**src/tspcpf_pkg.sv**
```systemverilog
// Package for the caption PID finder: constants, packet phase encoding and the
// run descriptor handed from the parser to the result emitter. No dependencies.
`timescale 1ns / 1ps
package tspcpf_pkg;

  localparam int PktLen     = 188;
  localparam int MaxPmtPids = 32;
  localparam int MaxCapPids = 8;
  localparam int PmtIdxW    = $clog2(MaxPmtPids);
  localparam int PmtCntW    = PmtIdxW + 1;
  localparam int CapIdxW    = $clog2(MaxCapPids);
  localparam int CapCntW    = CapIdxW + 1;
  localparam int PosW       = 10;

  localparam logic [7:0] SYNC_BYTE     = 8'h47;
  localparam logic [7:0] LAST_POS      = 8'(PktLen - 1);
  localparam logic [7:0] TID_PAT       = 8'h00;
  localparam logic [7:0] TID_PMT       = 8'h02;
  localparam logic [7:0] ST_MPEG1_VID  = 8'h01;
  localparam logic [7:0] ST_MPEG2_VID  = 8'h02;
  localparam logic [7:0] ST_PRIVATE    = 8'h06;
  localparam logic [7:0] DESC_STREAM_ID = 8'h52;
  localparam logic [7:0] TAG_CAP_LO    = 8'h30;
  localparam logic [7:0] TAG_CAP_HI    = 8'h37;

  typedef logic [12:0]     pid_t;
  typedef logic [PosW-1:0] pos_t;

  typedef enum logic [5:0] {
    PH_HDR  = 6'b000001,
    PH_PTR  = 6'b000010,
    PH_SEC  = 6'b000100,
    PH_PAT  = 6'b001000,
    PH_PMT  = 6'b010000,
    PH_SKIP = 6'b100000
  } phase_t;

  typedef struct packed {
    logic                        fire;
    logic [15:0]                 service;
    pid_t                        video;
    logic [CapCntW-1:0]          count;
    logic [MaxCapPids-1:0][12:0] caps;
  } run_t;

  function automatic pos_t sat_pos(input logic [12:0] v);
    return (v > 13'((1 << PosW) - 1)) ? '1 : v[PosW-1:0];
  endfunction

endpackage

```
**src/tspcpf_in_reg.sv**
```systemverilog
// Input register stage: holds one stream beat until the parser takes it.
// Depends on nothing beyond the clock and reset.
`timescale 1ns / 1ps
module tspcpf_in_reg (
  input  logic       clk,
  input  logic       rst_n,
  input  logic       in_tvalid,
  output logic       in_tready,
  input  logic [7:0] in_byte,
  input  logic       in_last,
  input  logic       take,
  output logic       item_valid,
  output logic [7:0] item_byte,
  output logic       item_last
);

  logic       valid_r;
  logic [7:0] byte_r;
  logic       last_r;

  assign in_tready  = !valid_r || take;
  assign item_valid = valid_r;
  assign item_byte  = byte_r;
  assign item_last  = last_r;

  always_ff @(posedge clk) begin
    if (!rst_n) begin
      valid_r <= 1'b0;
    end else if (in_tvalid && in_tready) begin
      valid_r <= 1'b1;
    end else if (take) begin
      valid_r <= 1'b0;
    end
  end

  always_ff @(posedge clk) begin
    if (in_tvalid && in_tready) begin
      byte_r <= in_byte;
      last_r <= in_last;
    end
  end

endmodule

```
**src/tspcpf_parser.sv**
```systemverilog
// Byte-serial PAT/PMT parser with PMT PID and caption PID tables.
// Uses tspcpf_pkg; table additions commit on the last byte of each packet.
`timescale 1ns / 1ps
module tspcpf_parser
  import tspcpf_pkg::*;
(
  input  logic       clk,
  input  logic       rst_n,
  input  logic       take,
  input  logic [7:0] item_byte,
  input  logic       item_last,
  output run_t       run
);

  logic [7:0]         idx_r, idx_nxt;
  phase_t             phase_r, phase_nxt;
  logic               ok_r, ok_nxt;
  pid_t               pid_r, pid_nxt;
  logic               known_r, known_nxt;
  logic [7:0]         ptr_r, ptr_nxt;
  logic [7:0]         sec_r, sec_nxt;
  logic [3:0]         len_hi_r, len_hi_nxt;
  logic [7:0]         end_r, end_nxt;
  logic               prog_nz_r, prog_nz_nxt;
  logic [4:0]         pid_hi_r, pid_hi_nxt;
  logic [7:0]         svc_hi_r, svc_hi_nxt;
  logic [3:0]         info_hi_r, info_hi_nxt;
  logic               es_run_r, es_run_nxt;
  pos_t               es_q_r, es_q_nxt;
  logic [7:0]         es_type_r, es_type_nxt;
  pid_t               es_pid_r, es_pid_nxt;
  logic               es_body_r, es_body_nxt;
  logic [3:0]         dlen_hi_r, dlen_hi_nxt;
  pos_t               d_r, d_nxt;
  pos_t               dend_r, dend_nxt;
  logic               desc_on_r, desc_on_nxt;
  logic [7:0]         tag_r, tag_nxt;
  logic               armed_r, armed_nxt;
  logic [7:0]         arm_pos_r, arm_pos_nxt;
  logic               capf_r, capf_nxt;
  logic [PmtCntW-1:0] pmt_cnt_w_r, pmt_cnt_w_nxt, pmt_cnt_c_r, pmt_cnt_c_nxt;
  logic [CapCntW-1:0] cap_cnt_w_r, cap_cnt_w_nxt, cap_cnt_c_r, cap_cnt_c_nxt;
  logic [15:0]        svc_w_r, svc_w_nxt, svc_c_r, svc_c_nxt;
  pid_t               vid_w_r, vid_w_nxt, vid_c_r, vid_c_nxt;
  logic               fin_r, fin_nxt;
  pid_t               pmt_tab_r [MaxPmtPids];
  pid_t               pmt_tab_nxt [MaxPmtPids];
  pid_t               cap_tab_r [MaxCapPids];
  pid_t               cap_tab_nxt [MaxCapPids];

  logic [7:0]  p, b, rel;
  logic [8:0]  o_af;
  logic [9:0]  o2, diff;
  logic [12:0] sec_len_end;
  logic        known_hit, cap_now, endes, dup, commit, pkt_emit;
  logic [10:0] d_plus1;

  always_comb begin
    p = idx_r;
    b = item_byte;
    idx_nxt = idx_r;       phase_nxt = phase_r;   ok_nxt = ok_r;
    pid_nxt = pid_r;       known_nxt = known_r;   ptr_nxt = ptr_r;
    sec_nxt = sec_r;       len_hi_nxt = len_hi_r; end_nxt = end_r;
    prog_nz_nxt = prog_nz_r; pid_hi_nxt = pid_hi_r; svc_hi_nxt = svc_hi_r;
    info_hi_nxt = info_hi_r; es_run_nxt = es_run_r; es_q_nxt = es_q_r;
    es_type_nxt = es_type_r; es_pid_nxt = es_pid_r; es_body_nxt = es_body_r;
    dlen_hi_nxt = dlen_hi_r; d_nxt = d_r; dend_nxt = dend_r;
    desc_on_nxt = desc_on_r; tag_nxt = tag_r; armed_nxt = armed_r;
    arm_pos_nxt = arm_pos_r; capf_nxt = capf_r;
    pmt_cnt_w_nxt = pmt_cnt_w_r; pmt_cnt_c_nxt = pmt_cnt_c_r;
    cap_cnt_w_nxt = cap_cnt_w_r; cap_cnt_c_nxt = cap_cnt_c_r;
    svc_w_nxt = svc_w_r; svc_c_nxt = svc_c_r;
    vid_w_nxt = vid_w_r; vid_c_nxt = vid_c_r;
    fin_nxt = fin_r;
    for (int k = 0; k < MaxPmtPids; k++) pmt_tab_nxt[k] = pmt_tab_r[k];
    for (int k = 0; k < MaxCapPids; k++) cap_tab_nxt[k] = cap_tab_r[k];

    rel         = p - sec_r;
    o_af        = 9'd5 + {1'b0, b};
    o2          = {2'b0, p} + 10'd1 + {2'b0, b};
    sec_len_end = {5'b0, sec_r} + {len_hi_r, b} - 13'd1;
    diff        = {2'b0, p} - es_q_r;
    d_plus1     = {1'b0, d_r} + 11'd1;
    known_hit   = 1'b0;
    for (int k = 0; k < MaxPmtPids; k++) begin
      if (PmtCntW'(k) < pmt_cnt_c_r && pmt_tab_r[k] == {pid_r[12:8], b}) known_hit = 1'b1;
    end
    cap_now  = capf_r;
    endes    = 1'b0;
    dup      = 1'b0;
    commit   = 1'b0;
    pkt_emit = 1'b0;

    if (take && !fin_r) begin
      idx_nxt = (p == LAST_POS) ? 8'd0 : p + 8'd1;
      unique case (phase_r)
        PH_HDR: begin
          priority if (p == 8'd0) begin
            ok_nxt = (b == SYNC_BYTE);
          end else if (p == 8'd1) begin
            ok_nxt = ok_r && b[6];
            pid_nxt = {b[4:0], 8'd0};
          end else if (p == 8'd2) begin
            pid_nxt = {pid_r[12:8], b};
            known_nxt = known_hit;
          end else if (p == 8'd3) begin
            if (!(ok_r && b[4])) begin
              phase_nxt = PH_SKIP;
            end else if (!b[5]) begin
              ptr_nxt = 8'd4;
              phase_nxt = PH_PTR;
            end
          end else begin
            if (o_af >= 9'(PktLen)) begin
              phase_nxt = PH_SKIP;
            end else begin
              ptr_nxt = o_af[7:0];
              phase_nxt = PH_PTR;
            end
          end
        end
        PH_PTR: begin
          if (p == ptr_r) begin
            if (o2 + 10'd12 > 10'(PktLen)) begin
              phase_nxt = PH_SKIP;
            end else begin
              sec_nxt = o2[7:0];
              phase_nxt = PH_SEC;
            end
          end
        end
        PH_SEC: begin
          if (p == sec_r) begin
            priority if (pid_r == '0 && b == TID_PAT) begin
              phase_nxt = PH_PAT;
            end else if (known_r && b == TID_PMT) begin
              phase_nxt = PH_PMT;
            end else begin
              phase_nxt = PH_SKIP;
            end
          end
        end
        PH_PAT, PH_PMT: begin
          if (rel == 8'd1) len_hi_nxt = b[3:0];
          if (rel == 8'd2) begin
            end_nxt = (sec_len_end > 13'(PktLen)) ? 8'(PktLen) : sec_len_end[7:0];
          end
          if (phase_r == PH_PAT) begin
            if (rel >= 8'd8) begin
              unique case (rel[1:0])
                2'd0: prog_nz_nxt = (b != 8'd0);
                2'd1: prog_nz_nxt = prog_nz_r || (b != 8'd0);
                2'd2: pid_hi_nxt = b[4:0];
                default: begin
                  if (p < end_r && prog_nz_r && pmt_cnt_w_r < PmtCntW'(MaxPmtPids)) begin
                    pmt_tab_nxt[pmt_cnt_w_r[PmtIdxW-1:0]] = {pid_hi_r, b};
                    pmt_cnt_w_nxt = pmt_cnt_w_r + 1'b1;
                  end
                end
              endcase
            end
          end else begin
            if (rel == 8'd3) svc_hi_nxt = b;
            if (rel == 8'd4 && svc_w_r == 16'd0) svc_w_nxt = {svc_hi_r, b};
            if (rel == 8'd10) info_hi_nxt = b[3:0];
            if (rel == 8'd11) begin
              es_q_nxt = sat_pos({5'b0, p} + 13'd1 + {1'b0, info_hi_r, b});
              es_run_nxt = 1'b1;
            end
            if (es_run_r) begin
              if (armed_r && p == arm_pos_r) begin
                cap_now = (b >= TAG_CAP_LO) && (b <= TAG_CAP_HI);
                armed_nxt = 1'b0;
                capf_nxt = cap_now;
              end
              endes = es_body_r && ({2'b0, p} == es_q_r || p == LAST_POS);
              if (endes) begin
                es_body_nxt = 1'b0;
                desc_on_nxt = 1'b0;
                if (es_type_r == ST_PRIVATE && cap_now) begin
                  for (int k = 0; k < MaxCapPids; k++) begin
                    if (CapCntW'(k) < cap_cnt_w_r && cap_tab_r[k] == es_pid_r) dup = 1'b1;
                  end
                  if (!dup && cap_cnt_w_r < CapCntW'(MaxCapPids)) begin
                    cap_tab_nxt[cap_cnt_w_r[CapIdxW-1:0]] = es_pid_r;
                    cap_cnt_w_nxt = cap_cnt_w_r + 1'b1;
                  end
                end
              end
              if ({2'b0, p} >= es_q_r && diff < 10'd5) begin
                unique case (diff[2:0])
                  3'd0: es_type_nxt = b;
                  3'd1: es_pid_nxt = {b[4:0], 8'd0};
                  3'd2: es_pid_nxt = {es_pid_r[12:8], b};
                  3'd3: dlen_hi_nxt = b[3:0];
                  3'd4: begin
                    if (p < end_r) begin
                      if ((es_type_r == ST_MPEG1_VID || es_type_r == ST_MPEG2_VID)
                          && vid_w_r == '0) begin
                        vid_w_nxt = es_pid_r;
                      end
                      es_body_nxt = 1'b1;
                      desc_on_nxt = 1'b1;
                      capf_nxt = 1'b0;
                      armed_nxt = 1'b0;
                      d_nxt = sat_pos({5'b0, p} + 13'd1);
                      dend_nxt = sat_pos({5'b0, p} + 13'd1 + {1'b0, dlen_hi_r, b});
                      es_q_nxt = dend_nxt;
                    end else begin
                      es_run_nxt = 1'b0;
                    end
                  end
                  default: es_run_nxt = es_run_r;
                endcase
              end
              if (es_body_r && desc_on_r && !endes) begin
                if ({2'b0, p} == d_r) tag_nxt = b;
                if ({3'b0, p} == d_plus1) begin
                  if ({2'b0, p} + 10'd1 <= dend_r && p < end_r) begin
                    if (tag_r == DESC_STREAM_ID && b != 8'd0 && p < LAST_POS) begin
                      armed_nxt = 1'b1;
                      arm_pos_nxt = p + 8'd1;
                    end
                    d_nxt = sat_pos({5'b0, p} + 13'd1 + {5'b0, b});
                  end else begin
                    desc_on_nxt = 1'b0;
                  end
                end
              end
            end
          end
        end
        PH_SKIP: phase_nxt = PH_SKIP;
        default: phase_nxt = PH_HDR;
      endcase

      if (p == LAST_POS) begin
        commit = 1'b1;
        pkt_emit = (phase_r == PH_PMT) && cap_cnt_w_nxt != '0 && vid_w_nxt != '0;
        pmt_cnt_c_nxt = pmt_cnt_w_nxt;
        cap_cnt_c_nxt = cap_cnt_w_nxt;
        svc_c_nxt = svc_w_nxt;
        vid_c_nxt = vid_w_nxt;
        phase_nxt = PH_HDR;
        es_run_nxt = 1'b0;
        es_body_nxt = 1'b0;
        desc_on_nxt = 1'b0;
        armed_nxt = 1'b0;
        if (pkt_emit) fin_nxt = 1'b1;
      end
    end

    run.fire    = take && !fin_r && (pkt_emit || item_last);
    run.service = commit ? svc_w_nxt : svc_c_r;
    run.video   = commit ? vid_w_nxt : vid_c_r;
    run.count   = commit ? cap_cnt_w_nxt : cap_cnt_c_r;
    for (int k = 0; k < MaxCapPids; k++) run.caps[k] = cap_tab_nxt[k];

    if (take && item_last) begin
      idx_nxt = 8'd0;        phase_nxt = PH_HDR;
      es_run_nxt = 1'b0;     es_body_nxt = 1'b0;
      desc_on_nxt = 1'b0;    armed_nxt = 1'b0;
      pmt_cnt_w_nxt = '0;    pmt_cnt_c_nxt = '0;
      cap_cnt_w_nxt = '0;    cap_cnt_c_nxt = '0;
      svc_w_nxt = '0;        svc_c_nxt = '0;
      vid_w_nxt = '0;        vid_c_nxt = '0;
      fin_nxt = 1'b0;
    end
  end

  always_ff @(posedge clk) begin
    if (!rst_n) begin
      idx_r <= '0;       phase_r <= PH_HDR;
      es_run_r <= 1'b0;  es_body_r <= 1'b0;
      desc_on_r <= 1'b0; armed_r <= 1'b0;
      pmt_cnt_w_r <= '0; pmt_cnt_c_r <= '0;
      cap_cnt_w_r <= '0; cap_cnt_c_r <= '0;
      svc_w_r <= '0;     svc_c_r <= '0;
      vid_w_r <= '0;     vid_c_r <= '0;
      fin_r <= 1'b0;
    end else begin
      idx_r <= idx_nxt;             phase_r <= phase_nxt;
      es_run_r <= es_run_nxt;       es_body_r <= es_body_nxt;
      desc_on_r <= desc_on_nxt;     armed_r <= armed_nxt;
      pmt_cnt_w_r <= pmt_cnt_w_nxt; pmt_cnt_c_r <= pmt_cnt_c_nxt;
      cap_cnt_w_r <= cap_cnt_w_nxt; cap_cnt_c_r <= cap_cnt_c_nxt;
      svc_w_r <= svc_w_nxt;         svc_c_r <= svc_c_nxt;
      vid_w_r <= vid_w_nxt;         vid_c_r <= vid_c_nxt;
      fin_r <= fin_nxt;
    end
  end

  always_ff @(posedge clk) begin
    ok_r <= ok_nxt;           pid_r <= pid_nxt;         known_r <= known_nxt;
    ptr_r <= ptr_nxt;         sec_r <= sec_nxt;         len_hi_r <= len_hi_nxt;
    end_r <= end_nxt;         prog_nz_r <= prog_nz_nxt; pid_hi_r <= pid_hi_nxt;
    svc_hi_r <= svc_hi_nxt;   info_hi_r <= info_hi_nxt; es_q_r <= es_q_nxt;
    es_type_r <= es_type_nxt; es_pid_r <= es_pid_nxt;   dlen_hi_r <= dlen_hi_nxt;
    d_r <= d_nxt;             dend_r <= dend_nxt;       tag_r <= tag_nxt;
    arm_pos_r <= arm_pos_nxt; capf_r <= capf_nxt;
    for (int k = 0; k < MaxPmtPids; k++) pmt_tab_r[k] <= pmt_tab_nxt[k];
    for (int k = 0; k < MaxCapPids; k++) cap_tab_r[k] <= cap_tab_nxt[k];
  end

endmodule

```
**src/tspcpf_emitter.sv**
```systemverilog
// Result emitter: captures a run snapshot and sends one result beat per
// caption PID, or one empty beat. Uses tspcpf_pkg.
`timescale 1ns / 1ps
module tspcpf_emitter
  import tspcpf_pkg::*;
(
  input  logic        clk,
  input  logic        rst_n,
  input  run_t        run,
  output logic        busy,
  output logic        out_tvalid,
  input  logic        out_tready,
  output logic [47:0] out_tdata,
  output logic        out_tuser,
  output logic        out_tlast
);

  logic                        busy_r;
  logic [CapIdxW-1:0]          k_r;
  logic [15:0]                 svc_r;
  pid_t                        vid_r;
  logic [CapCntW-1:0]          cnt_r;
  logic [MaxCapPids-1:0][12:0] caps_r;
  logic                        has_cap, last_beat;
  pid_t                        cap_pid;

  assign has_cap   = (cnt_r != '0);
  assign last_beat = !has_cap || ({1'b0, k_r} + 1'b1 == cnt_r);
  assign cap_pid   = has_cap ? caps_r[k_r] : '0;

  assign busy       = busy_r;
  assign out_tvalid = busy_r;
  assign out_tdata  = {6'd0, cap_pid, vid_r, svc_r};
  assign out_tuser  = has_cap;
  assign out_tlast  = last_beat;

  always_ff @(posedge clk) begin
    if (!rst_n) begin
      busy_r <= 1'b0;
      k_r    <= '0;
    end else if (run.fire) begin
      busy_r <= 1'b1;
      k_r    <= '0;
    end else if (busy_r && out_tready) begin
      if (last_beat) begin
        busy_r <= 1'b0;
      end else begin
        k_r <= k_r + 1'b1;
      end
    end
  end

  always_ff @(posedge clk) begin
    if (run.fire) begin
      svc_r  <= run.service;
      vid_r  <= run.video;
      cnt_r  <= run.count;
      caps_r <= run.caps;
    end
  end

endmodule

```
**src/ts_psi_caption_pid_finder_top.sv**
```systemverilog
// Caption PID finder top level: input register, PAT/PMT parser, result emitter.
// The beat that completes the run passes the input register, then fire loads the emitter's result registers.
// Throughput: one stream byte per cycle; input stalls while a run of 1 to 8
// result beats drains, one beat per cycle while out_tready is high.
// Reset: synchronous active-low rst_n clears all table counts and control state, not the table contents.
`timescale 1ns / 1ps
module ts_psi_caption_pid_finder_top
  import tspcpf_pkg::*;
(
  input  logic        clk,
  input  logic        rst_n,
  input  logic        in_tvalid,
  output logic        in_tready,
  input  logic [7:0]  in_tdata,   // [7:0] ts_byte
  input  logic        in_tlast,   // capture_end
  output logic        out_tvalid,
  input  logic        out_tready,
  output logic [47:0] out_tdata,  // [15:0] service_id, [28:16] video_pid, [41:29] caption_pid
  output logic        out_tuser,  // [0] caption_valid
  output logic        out_tlast   // run_last
);

  logic       item_valid, item_last, take, busy;
  logic [7:0] item_byte;
  run_t       run;

  assign take = item_valid && !busy;

  tspcpf_in_reg u_in_reg (
    .clk        (clk),
    .rst_n      (rst_n),
    .in_tvalid  (in_tvalid),
    .in_tready  (in_tready),
    .in_byte    (in_tdata),
    .in_last    (in_tlast),
    .take       (take),
    .item_valid (item_valid),
    .item_byte  (item_byte),
    .item_last  (item_last)
  );

  tspcpf_parser u_parser (
    .clk       (clk),
    .rst_n     (rst_n),
    .take      (take),
    .item_byte (item_byte),
    .item_last (item_last),
    .run       (run)
  );

  tspcpf_emitter u_emitter (
    .clk        (clk),
    .rst_n      (rst_n),
    .run        (run),
    .busy       (busy),
    .out_tvalid (out_tvalid),
    .out_tready (out_tready),
    .out_tdata  (out_tdata),
    .out_tuser  (out_tuser),
    .out_tlast  (out_tlast)
  );

endmodule
```
**config.mk**
```make
export PLATFORM = sky130hd
export DESIGN_NAME = ts_psi_caption_pid_finder_top
export DESIGN_NICKNAME = d
export VERILOG_FILES = /design/src/tspcpf_pkg.sv /design/src/tspcpf_in_reg.sv /design/src/tspcpf_parser.sv /design/src/tspcpf_emitter.sv /design/src/ts_psi_caption_pid_finder_top.sv
export SDC_FILE = /design/constraint.sdc
export NUM_CORES = 1
export LEC_CHECK = 0
export BUFFER_PORTS_ARGS = -buffer_cell sky130_fd_sc_hd__buf_2
export CORE_MARGIN = 3
export CORE_UTILIZATION = 60
export DETAILED_ROUTE_END_ITERATION = 10
export MAX_ROUTING_LAYER = met4
export PLACE_DENSITY = 0.78
export SLEW_MARGIN = 20
export SYNTH_ARGS = -nofsm -noshare
export SYNTH_HDL_FRONTEND = slang
export SYNTH_SLANG_ARGS = --single-unit
```
**constraint.sdc**
```tcl
create_clock -name clk -period 7.16 [get_ports clk]
set_input_delay 1.432 -clock clk [delete_from_list [all_inputs] [get_ports clk]]
set_output_delay 1.432 -clock clk [all_outputs]
set_load 0.02 [all_outputs]
```
==> results of run 1 <==
logic make-up after synthesis:
logic type / after synthesis
flops: 901
simple gates: 767
xor+xnor: 582
compound gates: 358
buf+inv: 278
mux: 178
fa+ha+maj: 79
other cells: 1
sequential cells by signal, summed over array words and instances, names as in the netlist, 10 cells and up:
register	flops
u_parser.pmt_tab_r	416
u_emitter.caps_r	104
u_parser.cap_tab_r	104
u_emitter.svc_r	16
u_parser.svc_c_r	16
u_parser.svc_w_r	16
u_emitter.vid_r	13
u_parser.es_pid_r	13
u_parser.pid_r	13
u_parser.vid_c_r	13
u_parser.vid_w_r	13
u_parser.d_r	10
u_parser.dend_r	10
u_parser.es_q_r	10
layout make-up:
cell class / count / area [um^2]
Sequential cell: 901 / 25000
Fill cell: 4560 / 21500
Multi-Input combinational cell: 1970 / 14800
Clock buffer: 127 / 2580
Tap cell: 864 / 1080
Timing Repair Buffer: 120 / 793
Clock inverter: 38 / 388
Inverter: 102 / 383
routing by layer:
metal  vias up  part of all wire (%)  track usage, %
met3       249                   6.8            3.80
met4         0                   4.3            11.3
li1      11600                     -               -
met1     12700                    40            35.4
met5         -                     0               -
met2      1039                    49            47.6
worst paths after layout:
| kind | from | depth (start not counted) | endpoint | slack, ps |
|---|---|---|---|---|
| max reg2reg | u_parser.idx_r[0] | 11 | u_emitter.caps_r[102] | 1820 |
| min reg2reg | u_parser.cap_tab_r[1][40] | 1 | u_parser.cap_tab_r[1][40] | 480 |
| min | u_parser.cap_tab_r[1][40] | 1 | u_parser.cap_tab_r[1][40] | 480 |
| max | u_parser.idx_r[0] | 11 | u_emitter.caps_r[102] | 1820 |
placed cells by master (no fill, tap or decap), types with 16 or more instances in the layout:
master     instances
edfxtp_1         695
xnor2_1          292
xor2_1           290
dfxtp_1          205
nor2_1           189
nand2_1          139
a21oi_1          107
mux2_2           102
inv_1            101
clkbuf_16         94
nor4_1            91
ha_1              75
nand4_1           72
nor3_1            62
buf_4             59
buf_2             58
nand3_1           55
o21ai_0           51
mux2i_1           40
a211oi_1          27
mux4_2            26
and2_1            25
a31oi_1           24
clkbuf_1          23
nor2b_1           21
a21o_1            16
a22o_1            16
stage by stage:
step	hold slack [ps]	power, mW	area [um^2]	instances	utilization, %
2_1_floorplan	441	5.99	40800	3149	-
3_3_place_gp	452	6.10	42000	3957	63.2
3_5_place_dp	461	6.11	42000	3957	63.2
4_1_cts	478	10.7	45000	4122	67.6
5_1_grt	495	11.0	45000	4122	67.7
6_report	480	10.7	45000	4122	67.7
power by group through the flow:
stage                     combinational [mW]  clock (mW)  sequential [mW]
final                                  0.369        4.67             5.64
after global routing                   0.398        4.92             5.64
after CTS                              0.366        4.72             5.64
after detailed placement               0.363           0             5.75
after global placement                 0.353           0             5.75
after floorplan                        0.236           0             5.75
==> run metrics, run 1 <==
Tmin final=5340 ps; GR Util All Layers=28.4%; synth unique cells=88; leading cell types by total area after synthesis=edfxtp_1 51%, dfxtp_1 10%, xnor2_1 6.3%, xor2_1 6.2%, mux2_2 2.8%; Detailed Route WL=98,600 um; largest family of logic cells by synthesized area=XOR/XNOR gates; nets=3,277; dpl ws=1860 ps; top cell family by delay on the critical path=simple AND/OR/NAND/NOR gates; mux cell area share after synthesis=5.51%; Compound-Gate Fraction of Synth Area=5.90%; pin count of the biggest net entering global routing=84; Cell Rows=94; fraction of layout instances using a drive strength above 1=12.9%; via count=25,500; Hold Crit Class=reg2reg; Antenna Nets Post-Route=0; residual DRC count=0; cell taking the most area after synthesis=edfxtp_1; Post-CTS Hold Fix Bufs=0; Max Root-Sink Buffers=3; crit path DAT=5650 ps; CTS tree=built; Max VDD drop=0.236 mV; Mapped Area=40,800 um^2; crit path kind=reg2reg; Ys Warns=0; EDFF count, synth=695; xor/xnor share of the synthesized area=12.5%; Ant. Diodes=0; worst path cell trace=inv_1 -> ha_1 -> nand4_1 -> or4_1 -> a2111oi_2 -> o31ai_1 -> or4_1 -> a311o_1 -> a211oi_2 -> or2_4 -> buf_12; IO buf count=58; slowest stage cell, crit path=or2_4; post-synthesis adder-cell area fraction=2.50%; die footprint=71,200 um^2; Crit path buffers/inverters=2; chip width=267 um; Slew Viols, Final=0; register share of total power=52.8%; Slew headroom=23.1%; routed length per instance=23.9 um; pwr dens=237 nW/um^2; Post-synth top cells=695 x edfxtp_1, 292 x xnor2_1, 290 x xor2_1; clock root cell=clkbuf_16; first-pass GRT wire length=150,000 um; Switching Share=21.0%; crit-path max FO=50; Synth async-reset ratio=0%; drt pass-1 iters=8; routed vias/inst=6.19; io pins=65; period utilization=74.6%; most numerous cell in the Yosys netlist=edfxtp_1; Syn Inst Count=3,144; crit path capture type=flip-flop; leak pwr=15.7 nW; Final Worst Setup Slack=1820 ps; Setup TNS Final=0 ps; Initial DRC Count=2,255; max_cap viols=0; placed wire-length estimate=61,600 um; fmax=0.187 GHz; Core Area=66,600 um^2; syn_area_per_cell=13.0 um^2; H-tree Lvls=3; Synth-to-Final Area Change=10.4%; crit start category=flip-flop; worst skew pair latency=650 ps; Synth Area in Simple Gates=9.68%; GPL Wtd Cong=0.976; flops & latches, synth=901; most numerous cell on the critical path=or4_1; power share of the clock group=43.8%; max incr delay on CP=690 ps; Starting Density=61.3%; final global-route overflow total=0; Comb pwr share=3.5%; total net switching power=2.24 mW; Worst Skew=31.7 ps; post_cts resized=0; Hold Vio Cnt, Final=0; vias in the first global route=25,800; antenna violations before repair=2; CTS Buf Count=90; Die Height=267 um; sequential area share after synthesis=61.2%; CTS sink cnt=901; setup repair bufs after CTS=0; Critical Path RT=7470 ps; outcome=finished, final reports clean; RSZ-0062 raised after global routing=no; internal power=8.44 mW; Slew @ Worst Pin=1150 ps; ys flop type=edfxtp_1; clk slew on worst S/H paths=60 ps; setup violators final=0; share of the synthesized area in the top cell type=51.1%
Note: power is estimated with default switching activity, not from simulation.
==> run 2: changes to the inputs <==
clock period = 5.1 ns   (was 7.16 ns; I/O delays follow)
==> run 2 against run 1 <==
Compared with the run above:
- clock power rose by 43%
- fmax rose by 15%
- critical path type unchanged
- wire length rose by 2.9%
- setup slack got worse by 1400 ps
- global-route usage rose by 1.1 points
- final cell count rose by 1.9%
- clock-buffer cell count fell by 1
==> run metrics, run 2 (synthesized netlist as in run 1, its figures left out) <==
outcome=finished, final reports clean; drt pass-1 iters=6; nets=3,357; Cell Rows=94; routed length per instance=24.1 um; vias in the first global route=26,200; max_cap viols=0; top cell family by delay on the critical path=simple AND/OR/NAND/NOR gates; setup repair bufs after CTS=0; max FFs per register=416; Slew headroom=18.5%; most numerous cell on the critical path=or4_1; CTS Buf Count=89; clock root cell=clkbuf_16; CTS tree=built; CTS sink cnt=901; critical path depth=11; Starting Density=61.3%; die footprint=71,200 um^2; Hold Crit Class=reg2reg; fraction of layout instances using a drive strength above 1=14.7%; Setup TNS Final=0 ps; Reg with most FFs=u_parser.pmt_tab_r; Tmin final=4640 ps; Ant. Diodes=0; crit-path max FO=38; io pins=65; first-pass GRT wire length=155,000 um; pin count of the biggest net entering global routing=75; crit path kind=reg2reg; Synth-to-Final Area Change=12.1%; antenna violations before repair=2; Fill cells=4,522; crit start category=flip-flop; worst reg-to-reg path cell count=11; Crit Reg-Reg Endpoint=u_emitter.caps_r[43]; Core Area=66,600 um^2; Initial DRC Count=2,773; RSZ-0062 raised after global routing=no; Crit path buffers/inverters=2; Slew @ Worst Pin=1220 ps; sequential standard cell area=25,000 um^2; Slew Viols, Final=0; crit path capture type=flip-flop; Setup crit start=u_parser.es_q_r[5]; slowest stage cell, crit path=or4_1; Post-CTS Hold Fix Bufs=0; pwr dens=332 nW/um^2; leak pwr=16.2 nW; IO buf count=58; Max VDD drop=0.314 mV; chip width=267 um; r2r setup slk=460 ps; Critical Path RT=5430 ps; Hold Vio Cnt, Final=0; WHS=475 ps; period utilization=91.0%; Worst Skew=28.0 ps; GPL Wtd Cong=1.00; most frequent cells in the layout=695 x edfxtp_1, 292 x xnor2_1, 290 x xor2_1; commonest non-fill, non-tap cell in the layout=edfxtp_1; fmax=0.216 GHz; clk slew on worst S/H paths=60 ps; post_cts resized=0; routed vias/inst=6.21; biggest regs=u_parser.pmt_tab_r (416), u_emitter.caps_r (104), u_parser.cap_tab_r (104); critical path capture point=u_emitter.caps_r[43]; final global-route overflow total=0; max incr delay on CP=600 ps; reg-to-reg startpoint=u_parser.es_q_r[5]; GR Util All Layers=29.6%; worst skew pair latency=650 ps; Die Height=267 um; H-tree Lvls=3; residual DRC count=0; worst path cell trace=inv_1 -> ha_1 -> nand4_1 -> or4_1 -> a2111oi_2 -> o31ai_1 -> or4_1 -> a311o_1 -> a211oi_2 -> or2_4 -> buf_12; Max Root-Sink Buffers=3; setup violators final=0; Detailed Route WL=101,000 um; Multi-input gate area=14,800 um^2; crit path DAT=4960 ps; placed wire-length estimate=65,800 um; Antenna Nets Post-Route=0; via count=26,100
==> run 2: worst min path at each step <==
stage                                         start                        end  cells after the start
final                     u_parser.cap_tab_r[1][42]  u_parser.cap_tab_r[1][42]                      1
after global routing      u_parser.cap_tab_r[1][43]  u_parser.cap_tab_r[1][43]                      1
after floorplan                      u_parser.fin_r             u_parser.fin_r                      2
after CTS                 u_parser.cap_tab_r[1][43]  u_parser.cap_tab_r[1][43]                      1
after detailed placement  u_parser.cap_tab_r[1][43]  u_parser.cap_tab_r[1][43]                      1
after global placement    u_parser.cap_tab_r[1][39]  u_parser.cap_tab_r[1][39]                      1
==> run 2: worst register-to-register path, stage by stage, from the launching register on <==
cell,delay (ps)
edfxtp_1,350
inv_1,50
ha_1,430
nand4_1,170
or4_1,610
a2111oi_2,460
o31ai_1,150
or4_1,580
a311o_1,370
a211oi_2,390
or2_4,420
buf_12,300
==> run 2: power breakdown <==
group	total [mW]	switching (mW)	internal (mW)
clock	6.70	2.78	3.92
combinational	0.550	0.367	0.183
sequential	7.91	0.0293	7.88
==> run 2: routing by layer <==
layer	share of wire [%]	GRT usage, %
met5	0	-
met3	7.5	3.76
met4	4.1	11.3
met1	39	38.0
met2	49	48.4
==> run 2: per-stage QoR <==
step	util (%)	instance area [um^2]	power, mW	instances	setup WS (ps)
2_1_floorplan	-	40800	8.41	3149	59.6
3_3_place_gp	64.2	42800	8.59	4038	633
3_5_place_dp	64.2	42800	8.61	4038	551
4_1_cts	68.7	45700	15.2	4202	492
5_1_grt	68.7	45700	15.6	4202	249
6_report	68.7	45700	15.2	4202	462
==> run 2: cell type report <==
cell class / instances / area share (%)
Clock buffer: 126 / 5.44
Multi-Input combinational cell: 1970 / 32.4
Timing Repair Buffer: 201 / 3.28
Tap cell: 864 / 2.36
Sequential cell: 901 / 54.7
Inverter: 102 / 0.837
Clock inverter: 38 / 1.06
